[src/design/sdkc_pkg.sv]
// Shared types and constants for the scanned display key classifier.
`timescale 1ns / 1ps

package sdkc_pkg;

  localparam int unsigned GlyphW   = 5;
  localparam int unsigned PointW   = 2;
  localparam int unsigned ThreshW  = 16;
  localparam int unsigned CfgDataW = 16;
  localparam int unsigned CfgIdxW  = 3;
  localparam int unsigned PhaseW   = 2;
  localparam int unsigned KeyW     = 3;
  localparam int unsigned KeyIdW   = 2;

  localparam logic [GlyphW-1:0] BlankGlyph = GlyphW'(10);

  localparam logic [PhaseW-1:0] PhaseLeft   = 2'd0;
  localparam logic [PhaseW-1:0] PhaseCenter = 2'd1;
  localparam logic [PhaseW-1:0] PhaseRight  = 2'd2;

  localparam logic [KeyW-1:0] KeyNone = 3'd0;
  localparam logic [KeyW-1:0] KeyDown = 3'd4;

  localparam logic [PointW-1:0] PointReset  = 2'd0;
  localparam logic [ThreshW-1:0] ShortReset = 16'd2;
  localparam logic [ThreshW-1:0] LongReset  = 16'd200;

  typedef enum logic {
    OP_SCAN = 1'b0,
    OP_POLL = 1'b1
  } sdkc_op_e;

  typedef enum logic [2:0] {
    EV_NONE          = 3'd0,
    EV_PRESSING      = 3'd1,
    EV_SHORT_RELEASE = 3'd2,
    EV_LONG_HOLD     = 3'd3,
    EV_LONG_RELEASE  = 3'd4
  } sdkc_event_e;

  typedef enum logic [CfgIdxW-1:0] {
    REG_GLYPH_LEFT      = 3'd0,
    REG_GLYPH_CENTER    = 3'd1,
    REG_GLYPH_RIGHT     = 3'd2,
    REG_POINT_POSITION  = 3'd3,
    REG_SHORT_THRESHOLD = 3'd4,
    REG_LONG_THRESHOLD  = 3'd5
  } sdkc_reg_e;

endpackage

[src/design/scanned_display_key_classifier_unit.sv]
// Top level of the scanned display driver and key classifier.
//
//   channel  | direction | handshake               | payload
//   ---------+-----------+-------------------------+---------------------------------
//   in       | input     | in_valid_i / in_ready_o | operation, sense_line, extra_key
//   out      | output    | out_valid_o/out_ready_i | digit_select, glyph, point_on,
//            |           |                         | press_event, key_id
//   cfg      | input     | cfg_we_i                | cfg_index_i, cfg_data_i
//
// State updates at the accepting edge and the
// result register holds the answer the cycle after.
// One transaction per cycle is sustained while the output side takes results.
// The output register frees in the same cycle it is taken, so a stalled
// output holds the input side only while the result register is full.
// Reset clears phase, key state, counter and valid, and loads config defaults.
`timescale 1ns / 1ps

module scanned_display_key_classifier_unit #(
  parameter int unsigned COUNT_BITS = 16
) (
  input  logic                          clk_i,
  input  logic                          rst_ni,
  input  logic                          in_valid_i,
  output logic                          in_ready_o,
  input  logic                          operation_i,
  input  logic                          sense_line_i,
  input  logic                          extra_key_line_i,
  output logic                          out_valid_o,
  input  logic                          out_ready_i,
  output logic [sdkc_pkg::PhaseW-1:0]   digit_select_o,
  output logic [sdkc_pkg::GlyphW-1:0]   glyph_o,
  output logic                          point_on_o,
  output logic [2:0]                    press_event_o,
  output logic [sdkc_pkg::KeyIdW-1:0]   key_id_o,
  input  logic                          cfg_we_i,
  input  logic [sdkc_pkg::CfgIdxW-1:0]  cfg_index_i,
  input  logic [sdkc_pkg::CfgDataW-1:0] cfg_data_i
);

  localparam int unsigned CmpW = (COUNT_BITS > sdkc_pkg::ThreshW) ? COUNT_BITS
                                                                  : sdkc_pkg::ThreshW;
  localparam logic [COUNT_BITS-1:0] CountMax = {COUNT_BITS{1'b1}};

  logic [sdkc_pkg::GlyphW-1:0]  glyph_left_q, glyph_center_q, glyph_right_q;
  logic [sdkc_pkg::PointW-1:0]  point_pos_q;
  logic [sdkc_pkg::ThreshW-1:0] short_thr_q, long_thr_q;

  logic [sdkc_pkg::PhaseW-1:0] phase_q, phase_d;
  logic [sdkc_pkg::KeyW-1:0]   held_q, held_d;
  logic [sdkc_pkg::KeyW-1:0]   rel_q, rel_d;
  logic [COUNT_BITS-1:0]       count_q, count_d, count_inc;

  logic                         out_valid_q;
  logic [sdkc_pkg::PhaseW-1:0]  sel_q, sel_d;
  logic [sdkc_pkg::GlyphW-1:0]  glyph_q, glyph_d;
  logic                         point_q, point_d;
  sdkc_pkg::sdkc_event_e        event_q, event_d;
  logic [sdkc_pkg::KeyIdW-1:0]  key_q, key_d;

  logic                        in_fire;
  logic [sdkc_pkg::KeyW-1:0]   phase_key;
  logic [CmpW-1:0]             count_cmp, short_cmp, long_cmp;
  logic                        over_long, over_short;

  assign in_ready_o = !out_valid_q || out_ready_i;
  assign in_fire    = in_valid_i && in_ready_o;

  assign phase_key = sdkc_pkg::KeyW'(phase_q) + sdkc_pkg::KeyW'(1);
  assign count_inc = (count_q == CountMax) ? count_q : count_q + COUNT_BITS'(1);

  assign short_cmp  = CmpW'(short_thr_q);
  assign long_cmp   = CmpW'(long_thr_q);

  always_comb begin
    phase_d    = phase_q;
    held_d     = held_q;
    rel_d      = rel_q;
    count_d    = count_q;
    event_d    = sdkc_pkg::EV_NONE;
    key_d      = '0;
    count_cmp  = '0;
    over_long  = 1'b0;
    over_short = 1'b0;
    if (sdkc_pkg::sdkc_op_e'(operation_i) == sdkc_pkg::OP_SCAN) begin
      phase_d = (phase_q == sdkc_pkg::PhaseRight || phase_q > sdkc_pkg::PhaseRight)
                ? sdkc_pkg::PhaseLeft : phase_q + sdkc_pkg::PhaseW'(1);
    end else begin
      if (!sense_line_i) begin
        if (phase_q != 2'd3) begin
          held_d = phase_key;
        end
        count_d = count_inc;
      end else if (extra_key_line_i) begin
        held_d  = sdkc_pkg::KeyDown;
        count_d = count_inc;
      end else if (held_q != sdkc_pkg::KeyNone) begin
        if ((held_q < sdkc_pkg::KeyDown && held_q == phase_key) ||
            held_q == sdkc_pkg::KeyDown) begin
          rel_d  = held_q;
          held_d = sdkc_pkg::KeyNone;
        end else begin
          count_d = count_inc;
        end
      end

      count_cmp  = CmpW'(count_d);
      over_long  = count_cmp > long_cmp;
      over_short = count_cmp > short_cmp;

      if (held_d != sdkc_pkg::KeyNone && over_long) begin
        event_d = sdkc_pkg::EV_LONG_HOLD;
        key_d   = sdkc_pkg::KeyIdW'(held_d - sdkc_pkg::KeyW'(1));
      end else if (held_d == sdkc_pkg::KeyNone && rel_d != sdkc_pkg::KeyNone &&
                   over_long) begin
        event_d = sdkc_pkg::EV_LONG_RELEASE;
        key_d   = sdkc_pkg::KeyIdW'(rel_d - sdkc_pkg::KeyW'(1));
        count_d = '0;
        rel_d   = sdkc_pkg::KeyNone;
      end else if (held_d == sdkc_pkg::KeyNone && rel_d != sdkc_pkg::KeyNone &&
                   over_short) begin
        event_d = sdkc_pkg::EV_SHORT_RELEASE;
        key_d   = sdkc_pkg::KeyIdW'(rel_d - sdkc_pkg::KeyW'(1));
        count_d = '0;
        rel_d   = sdkc_pkg::KeyNone;
      end else if (held_d != sdkc_pkg::KeyNone) begin
        event_d = sdkc_pkg::EV_PRESSING;
        key_d   = sdkc_pkg::KeyIdW'(held_d - sdkc_pkg::KeyW'(1));
      end else begin
        count_d = '0;
        rel_d   = sdkc_pkg::KeyNone;
      end
    end
  end

  always_comb begin
    sel_d = phase_d;
    case (phase_d)
      sdkc_pkg::PhaseLeft:   glyph_d = glyph_left_q;
      sdkc_pkg::PhaseCenter: glyph_d = glyph_center_q;
      sdkc_pkg::PhaseRight:  glyph_d = glyph_right_q;
      default:               glyph_d = sdkc_pkg::BlankGlyph;
    endcase
    point_d = (phase_d != 2'd3) &&
              (sdkc_pkg::KeyW'(point_pos_q) ==
               sdkc_pkg::KeyW'(phase_d) + sdkc_pkg::KeyW'(1));
  end

  always_ff @(posedge clk_i or negedge rst_ni) begin
    if (!rst_ni) begin
      glyph_left_q   <= sdkc_pkg::BlankGlyph;
      glyph_center_q <= sdkc_pkg::BlankGlyph;
      glyph_right_q  <= sdkc_pkg::BlankGlyph;
      point_pos_q    <= sdkc_pkg::PointReset;
      short_thr_q    <= sdkc_pkg::ShortReset;
      long_thr_q     <= sdkc_pkg::LongReset;
    end else if (cfg_we_i) begin
      case (sdkc_pkg::sdkc_reg_e'(cfg_index_i))
        sdkc_pkg::REG_GLYPH_LEFT:      glyph_left_q   <= cfg_data_i[sdkc_pkg::GlyphW-1:0];
        sdkc_pkg::REG_GLYPH_CENTER:    glyph_center_q <= cfg_data_i[sdkc_pkg::GlyphW-1:0];
        sdkc_pkg::REG_GLYPH_RIGHT:     glyph_right_q  <= cfg_data_i[sdkc_pkg::GlyphW-1:0];
        sdkc_pkg::REG_POINT_POSITION:  point_pos_q    <= cfg_data_i[sdkc_pkg::PointW-1:0];
        sdkc_pkg::REG_SHORT_THRESHOLD: short_thr_q    <= cfg_data_i[sdkc_pkg::ThreshW-1:0];
        sdkc_pkg::REG_LONG_THRESHOLD:  long_thr_q     <= cfg_data_i[sdkc_pkg::ThreshW-1:0];
        default: ;
      endcase
    end
  end

  always_ff @(posedge clk_i or negedge rst_ni) begin
    if (!rst_ni) begin
      phase_q     <= sdkc_pkg::PhaseLeft;
      held_q      <= sdkc_pkg::KeyNone;
      rel_q       <= sdkc_pkg::KeyNone;
      count_q     <= '0;
      out_valid_q <= 1'b0;
    end else begin
      if (in_fire) begin
        phase_q <= phase_d;
        held_q  <= held_d;
        rel_q   <= rel_d;
        count_q <= count_d;
      end
      if (in_fire) begin
        out_valid_q <= 1'b1;
      end else if (out_ready_i) begin
        out_valid_q <= 1'b0;
      end
    end
  end

  always_ff @(posedge clk_i) begin
    if (in_fire) begin
      sel_q   <= sel_d;
      glyph_q <= glyph_d;
      point_q <= point_d;
      event_q <= event_d;
      key_q   <= key_d;
    end
  end

  assign out_valid_o    = out_valid_q;
  assign digit_select_o = sel_q;
  assign glyph_o        = glyph_q;
  assign point_on_o     = point_q;
  assign press_event_o  = event_q;
  assign key_id_o       = key_q;

endmodule
[config.mk]
export PLATFORM = sky130hd
export DESIGN_NAME = scanned_display_key_classifier_unit
export DESIGN_NICKNAME = d
export VERILOG_FILES = /design/src/design/sdkc_pkg.sv /design/src/design/scanned_display_key_classifier_unit.sv
export SDC_FILE = /design/constraint.sdc
export NUM_CORES = 1
export LEC_CHECK = 0
export BUFFER_PORTS_ARGS = -buffer_cell sky130_fd_sc_hd__buf_4
export CAP_MARGIN = 10
export CORE_MARGIN = 3
export CORE_UTILIZATION = 25
export DETAILED_ROUTE_END_ITERATION = 16
export PLACE_DENSITY = 0.41
export SETUP_SLACK_MARGIN = 0.15
export SYNTH_ARGS = -nofsm -noshare
export SYNTH_HDL_FRONTEND = slang
export SYNTH_SLANG_ARGS = --single-unit
[constraint.sdc]
create_clock -name clk_i -period 4.3 [get_ports clk_i]
set_input_delay 0.43 -clock clk_i [delete_from_list [all_inputs] [get_ports clk_i]]
set_output_delay 0.43 -clock clk_i [all_outputs]
set_load 0.05 [all_outputs]
==> results.sh, run 1 <==
export IMPL_run_status="complete, no violations"
export IMPL_firstDrtPassIters=5
export IMPL_tightestPinTransition_ps=1010
export IMPL_cp_buffers_inverters=2
export IMPL_critical_path_max_stage_delay_ps=400
export IMPL_dpl_cell_area_sq_um=5690
export IMPL_final_area_sq_um=6090
export IMPL_cts_tree="done"
export IMPL_holdCritPathClass="input port to asynchronous set/reset pin"
export IMPL_drtAntennaViolNets=0
export IMPL_path_class="flop to flop"
export IMPL_per_cell_via_count_in_the_routed_design=4.64
export IMPL_timing_final_crit_share_pct=93.0
export IMPL_netlist_area_leader_share_pct=31.6
export IMPL_crit_chain="inv_1 > ha_4 > inv_1 > o311a_4 > o21ai_4 > and4_4 > mux2_2 > ha_1 > nand4_1 > nor2_1 > a221o_1 > o31a_1 > nor2_1 > o2bb2ai_1"
export IMPL_finalSetupViolCount=0
export IMPL_floorplan_die_width_microns=148
export IMPL_asyncSetResetFlopFracSynth_pct=85.1
export IMPL_grt_usage_pct=11.7
export IMPL_core_area_sq_um=19700
export IMPL_grt_antenna_before_repair=0
export IMPL_port_buffer_count=41
export IMPL_data_required_critical_path_ps=4400
export IMPL_mappedNetlistNets=572
export IMPL_timing_critical_path_arrival_ps=4100
export IMPL_num_rows=51
export IMPL_path_max_fanout=8
export IMPL_ys_seq_elements=87
export IMPL_number_of_clock_buffers_inserted_by_tritoncts=9
export IMPL_cts_path_max_buffers=2
export IMPL_drt_iter0_markers=266
export IMPL_dominantRegCellSynth="sky130_fd_sc_hd__dfrtp_1"
export IMPL_fmax_mhz=250
export IMPL_netlist_area_sq_um=5060
export IMPL_post_drt_wl_per_cell_microns=15.3
export IMPL_area_growth_synth_to_final_pct=20.3
export IMPL_syn_inst=501
export IMPL_cts_max_level=3
export IMPL_largest_net_degree_at_the_start_of_global_routing=75
export IMPL_synth_top_area_cell="sky130_fd_sc_hd__dfrtp_1"
export IMPL_post_route_cells_drive_above_1_share_pct=23.6
export IMPL_global_placer_s_final_weighted_congestion=0.822
export IMPL_cts_root_buffer_cell="sky130_fd_sc_hd__clkbuf_16"
export IMPL_die_height_microns=148
export IMPL_path_clk_slew_ps=70
export IMPL_power_per_cell_area_nw_per_um2=534
export IMPL_synth_top_family_by_area="simple AND/OR/NAND/NOR gates"
export IMPL_numClockSinks=87
export IMPL_n_antenna_cell=0
export IMPL_floorplan_die_area_sq_um=22000
export IMPL_total_nets_final=617
export IMPL_p_leak_uw=0.00267
export IMPL_cap_violations=0
export IMPL_synth_edf_count=13
export IMPL_starting_density_of_the_core_pct=25.8
export IMPL_tns_ps=0
export IMPL_compound_gate_portion_of_the_synthesized_area_pct=12.9
export IMPL_globalRoute_totalOverflow=0
export IMPL_first_pass_grt_wire_length_mm=20.4
export IMPL_design_portCount=42
export IMPL_seq_area_frac_synth_pct=44.5
export IMPL_critical_path_top_delay_family="compound AO/OA/AOI/OAI gates"
export IMPL_drc_errors=0
export IMPL_start_kind="flop"
export IMPL_grt_pass1_vias=3763
export IMPL_synthXorXnorAreaFrac_pct=2.42
export IMPL_final_setup_skew_ps=9.06
export IMPL_syn_area_per_cell_sq_um=10.1
export IMPL_fill_cells=2092
export IMPL_yosysWarnings=0
export IMPL_grt_setup_unrepaired="false"
export IMPL_synthTopCellsByArea="sky130_fd_sc_hd__dfrtp_1 (32%), sky130_fd_sc_hd__ha_1 (11%), sky130_fd_sc_hd__mux2_2 (8.0%), sky130_fd_sc_hd__edfxtp_1 (7.7%), sky130_fd_sc_hd__dfstp_2 (5.2%)"
export IMPL_dp_final_hpwl_mm=9.08
export IMPL_final_period_minus_worst_setup_slack_ps=4000
export IMPL_vdd_ir_drop_worst_v=0.000208
export IMPL_relSlewSlack_pct=32.4
export IMPL_yosys_area_share_adder_pct=10.9
export IMPL_timing_critical_path_to_type="flop"
export IMPL_drv_slew=0
export IMPL_routed_wl_mm=12.5
export IMPL_cp_slowest_cell="sky130_fd_sc_hd__dfrtp_1"
export IMPL_num_vias=3785
export IMPL_yosys_mux_area_fraction_pct=9.26
export IMPL_finalHoldViolations=0
export IMPL_synth_lib_cells_used_distinct=61
export IMPL_yosys_area_share_simple_pct=15.4
export IMPL_insertion_delay_ps=350
## cells in the mapped netlist (10+ instances only)
library cell / n
sky130_fd_sc_hd__a21oi_1: 27
sky130_fd_sc_hd__nor2_1: 24
sky130_fd_sc_hd__dfstp_2: 10
sky130_fd_sc_hd__ha_1: 44
sky130_fd_sc_hd__inv_1: 43
sky130_fd_sc_hd__mux2_2: 36
sky130_fd_sc_hd__nand4_1: 11
sky130_fd_sc_hd__o21ai_0: 30
sky130_fd_sc_hd__dfrtp_1: 64
sky130_fd_sc_hd__edfxtp_1: 13
sky130_fd_sc_hd__nand3_1: 17
sky130_fd_sc_hd__clkbuf_1: 12
sky130_fd_sc_hd__nand2_1: 52
## power by group
group / internal, uW / total (uW) / switching, uW
Combinational: 492 / 1190 / 696
Clock: 518 / 877 / 359
Sequential: 1050 / 1190 / 138
## worst register-to-register path: cells and delay by family, from the launching register on
family | cells | cell delay (ps)
AO/OA/AOI/OAI | 5 | 1490
adder cells (fa/ha/maj) | 2 | 610
buffers and inverters | 2 | 170
flip-flops | 1 | 400
multiplexers | 1 | 370
AND/OR/NAND/NOR | 4 | 720
## flip-flops by register name, indices dropped and copies added, names as in the netlist
register	cells
glyph_right_q	5
digit_select_o	2
glyph_left_q	5
long_cmp	16
glyph_center_q	5
press_event_o	3
count_q	16
glyph_o	5
rel_q	3
out_valid_o	1
point_pos_q	2
point_on_o	1
held_q	3
phase_q	2
key_id_o	2
short_cmp	16
## timing repair
item | 4_1_cts | 5_1_grt
hold buffers | 0 | 0
setup endpoints to repair | 1 | 4
gates resized for setup | 1 | 10
buffers inserted | 0 | 2
pin swaps | 0 | 4
## kinds of logic (layout without fill, tap and decap cells)
group / count (synthesis) / count (layout)
compound gates: 103 / 103
xor+xnor: 14 / 14
fa+ha+maj: 44 / 44
buf+inv: 59 / 109
flops: 87 / 87
mux: 42 / 42
simple gates: 152 / 152
## final timing paths
kind,from,end,slack [ps],depth (start not counted)
max in group asynchronous,rst_ni,phase_q[0],3380,1
max reg2reg,phase_q[1],key_id_o[0],300,14
min,rst_ni,long_cmp[11],240,1
max,phase_q[1],key_id_o[0],300,14
min in group clk_i,in_valid_i,out_valid_o,290,2
min reg2reg,rel_q[1],rel_q[1],480,2
## cell type report
cell class	instances	area [sq um]	share of cell area (%)
Inverter	43	161	2.65
Sequential cell	87	2260	37.0
Timing Repair Buffer	50	375	6.16
Clock inverter	7	103	1.68
Tap cell	265	332	5.44
Multi-Input combinational cell	355	2640	43.3
Clock buffer	9	225	3.70
## layout by cell type, fill, tap and decap left out, types with 11 or more instances in the layout
cell	synthesis	final
sky130_fd_sc_hd__a21oi_1	27	27
sky130_fd_sc_hd__buf_4	1	50
sky130_fd_sc_hd__dfrtp_1	64	63
sky130_fd_sc_hd__edfxtp_1	13	13
sky130_fd_sc_hd__ha_1	44	42
sky130_fd_sc_hd__inv_1	43	43
sky130_fd_sc_hd__mux2_2	36	36
sky130_fd_sc_hd__nand2_1	52	52
sky130_fd_sc_hd__nand3_1	17	17
sky130_fd_sc_hd__nand4_1	11	11
sky130_fd_sc_hd__nor2_1	24	24
sky130_fd_sc_hd__o21ai_0	30	29
## layer usage
layer / global-route usage [%] / share of wire, %
met4: 4.71 / 1.8
met3: 1.65 / 4.0
met2: 17.6 / 45
met1: 17.0 / 49
met5: 0 / 0
## through the flow
step           util (%)  setup slack, ps  hold WS, ps  total power, uW  std cells
4_1_cts            30.6              185          267             3260        814
3_3_place_gp       28.9              295          470             2340        798
3_5_place_dp       28.9              176          466             2350        798
6_report           31.0              300          245             3250        816
5_1_grt            31.0              138          291             3510        816
2_1_floorplan         -              515          134             2000        501
Power figures use the tool's default switching activity.
==> inputs of run 2 (changes only) <==
--- a/config.mk
+++ b/config.mk
@@ -10,7 +10,6 @@
 export CORE_MARGIN = 3
 export CORE_UTILIZATION = 25
 export DETAILED_ROUTE_END_ITERATION = 16
-export PLACE_DENSITY = 0.41
 export SETUP_SLACK_MARGIN = 0.15
 export SYNTH_ARGS = -nofsm -noshare
 export SYNTH_HDL_FRONTEND = slang
==> results.sh, run 2 (same netlist as run 1, synthesis figures left out) <==
export IMPL_area_growth_synth_to_final_pct=19.4
export IMPL_grt_setup_unrepaired="false"
export IMPL_layout_cells_non_filler=817
export IMPL_power_uw=3120
export IMPL_port_buffer_count=41
export IMPL_vdd_ir_drop_worst_v=0.000206
export IMPL_start_kind="flop"
export IMPL_timing_critical_path_arrival_ps=4050
export IMPL_finalSetupViolCount=0
export IMPL_starting_density_of_the_core_pct=25.8
export IMPL_finish_utilization_pct=30.8
export IMPL_post_route_cells_drive_above_1_share_pct=23.2
export IMPL_core_area_sq_um=19700
export IMPL_most_common_layout_cells="sky130_fd_sc_hd__dfrtp_1 (63), sky130_fd_sc_hd__nand2_1 (52), sky130_fd_sc_hd__buf_4 (50)"
export IMPL_fmax_mhz=254
export IMPL_final_period_minus_worst_setup_slack_ps=3940
export IMPL_n_antenna_cell=0
export IMPL_grt_antenna_before_repair=0
export IMPL_timing_critical_path_to_type="flop"
export IMPL_insertion_delay_ps=350
export IMPL_final_setup_skew_ps=9.67
export IMPL_num_rows=51
export IMPL_routed_wl_mm=11.6
export IMPL_drtAntennaViolNets=0
export IMPL_tns_ps=0
export IMPL_cap_violations=0
export IMPL_fill_cells=2070
export IMPL_path_class="flop to flop"
export IMPL_num_vias=3799
export IMPL_global_placer_s_final_weighted_congestion=0.839
export IMPL_run_status="complete, no violations"
export IMPL_drc_errors=0
export IMPL_dp_final_hpwl_mm=8.38
export IMPL_post_place_cells=797
export IMPL_grt_usage_pct=10.9
export IMPL_per_cell_via_count_in_the_routed_design=4.65
export IMPL_holdCritPathClass="input port to asynchronous set/reset pin"
export IMPL_timing_final_crit_share_pct=91.5
export IMPL_tightestPinTransition_ps=977
export IMPL_firstDrtPassIters=4
export IMPL_drt_iter0_markers=248
export IMPL_number_of_clock_buffers_inserted_by_tritoncts=9
export IMPL_data_required_critical_path_ps=4410
export IMPL_path_clk_slew_ps=70
export IMPL_p_leak_uw=0.00265
export IMPL_largest_net_degree_at_the_start_of_global_routing=75
export IMPL_grt_pass1_vias=3948
export IMPL_power_per_cell_area_nw_per_um2=516
export IMPL_mostFrequentLayoutCell="sky130_fd_sc_hd__dfrtp_1"
export IMPL_cp_slowest_cell="sky130_fd_sc_hd__dfrtp_2"
export IMPL_post_drt_wl_per_cell_microns=14.2
export IMPL_design_portCount=42
export IMPL_drv_slew=0
export IMPL_die_height_microns=148
export IMPL_floorplan_die_area_sq_um=22000
export IMPL_cts_hold_repair_buffers=0
export IMPL_total_nets_final=618
export IMPL_first_pass_grt_wire_length_mm=19.3
export IMPL_floorplan_die_width_microns=148
export IMPL_crit_chain="inv_1 > ha_1 > inv_1 > o311a_1 > o21ai_4 > and4_4 > mux2_2 > ha_1 > nand4_1 > nor2_1 > a221o_1 > o31a_1 > o21ai_1 > o22ai_1"
export IMPL_numClockSinks=87
export IMPL_cts_tree="done"
export IMPL_cts_root_buffer_cell="sky130_fd_sc_hd__clkbuf_16"
export IMPL_critical_path_max_stage_delay_ps=440
export IMPL_finalHoldViolations=0
export IMPL_globalRoute_totalOverflow=0
export IMPL_relSlewSlack_pct=34.5
export IMPL_cts_path_max_buffers=2
export IMPL_path_max_fanout=9
export IMPL_cts_max_level=3
[run 2: cell types whose count changed in the layout (fill, tap and decap cells not counted), sizes merged]
| cell | change |
|---|---|
| clkinv | +1 |
| inv | +1 |
| bufinv | -2 |
| clkbuf | +1 |
[run 2: final cells by class]
| class | instances | area [sq um] | area share [%] |
|---|---|---|---|
| Sequential cell | 87 | 2260 | 37.3 |
| Multi-Input combinational cell | 355 | 2620 | 43.3 |
| Tap cell | 265 | 332 | 5.48 |
| Timing Repair Buffer | 51 | 380 | 6.29 |
| Clock buffer | 9 | 225 | 3.73 |
| Clock inverter | 7 | 71.3 | 1.18 |
| Inverter | 43 | 161 | 2.67 |
[run 2: per-stage QoR]
step	instance area [sq um]	setup WS (ps)	hold WS, ps
2_1_floorplan	5060	515	134
3_3_place_gp	5680	248	465
3_5_place_dp	5680	185	480
4_1_cts	5980	167	263
5_1_grt	6050	148	265
6_report	6050	364	228
[run 2: worst paths after layout]
kind / start / to / slack, ps / cells past startpoint
min in group clk_i: in_valid_i / out_valid_o / 280 / 2
max in group asynchronous: rst_ni / phase_q[0] / 3400 / 1
min reg2reg: rel_q[1] / rel_q[1] / 500 / 2
max: phase_q[0] / key_id_o[1] / 360 / 14
min: rst_ni / count_q[11] / 230 / 1
max reg2reg: phase_q[0] / key_id_o[1] / 360 / 14
[run 2: report_power, final]
group          switching [uW]  total, uW  internal [uW]
clock                     380        789            409
combinational             665       1140            475
sequential                136       1190           1050
[run 2: metal layers]
layer	GRT usage, %	part of all wire [%]	up-vias
met2	18.0	47	49
li1	-	-	1884
met1	13.8	49	1855
met5	0	0	-
met4	3.83	1.7	0
met3	2.99	3.1	11
[run 2: repair_timing]
item,4_1_cts,5_1_grt
endpoints found under the setup margin,0,4
resized for setup,0,9
setup buffers,0,4
[run 2: critical path: cells and delay by family (launching register included)]
| family | cells | cell delay [ps] |
|---|---|---|
| adders and majority gates | 2 | 670 |
| AOI/OAI and AO/OA | 6 | 1560 |
| muxes | 1 | 360 |
| buffers and inverters | 2 | 110 |
| DFF | 1 | 440 |
| and+or+nand+nor | 3 | 550 |
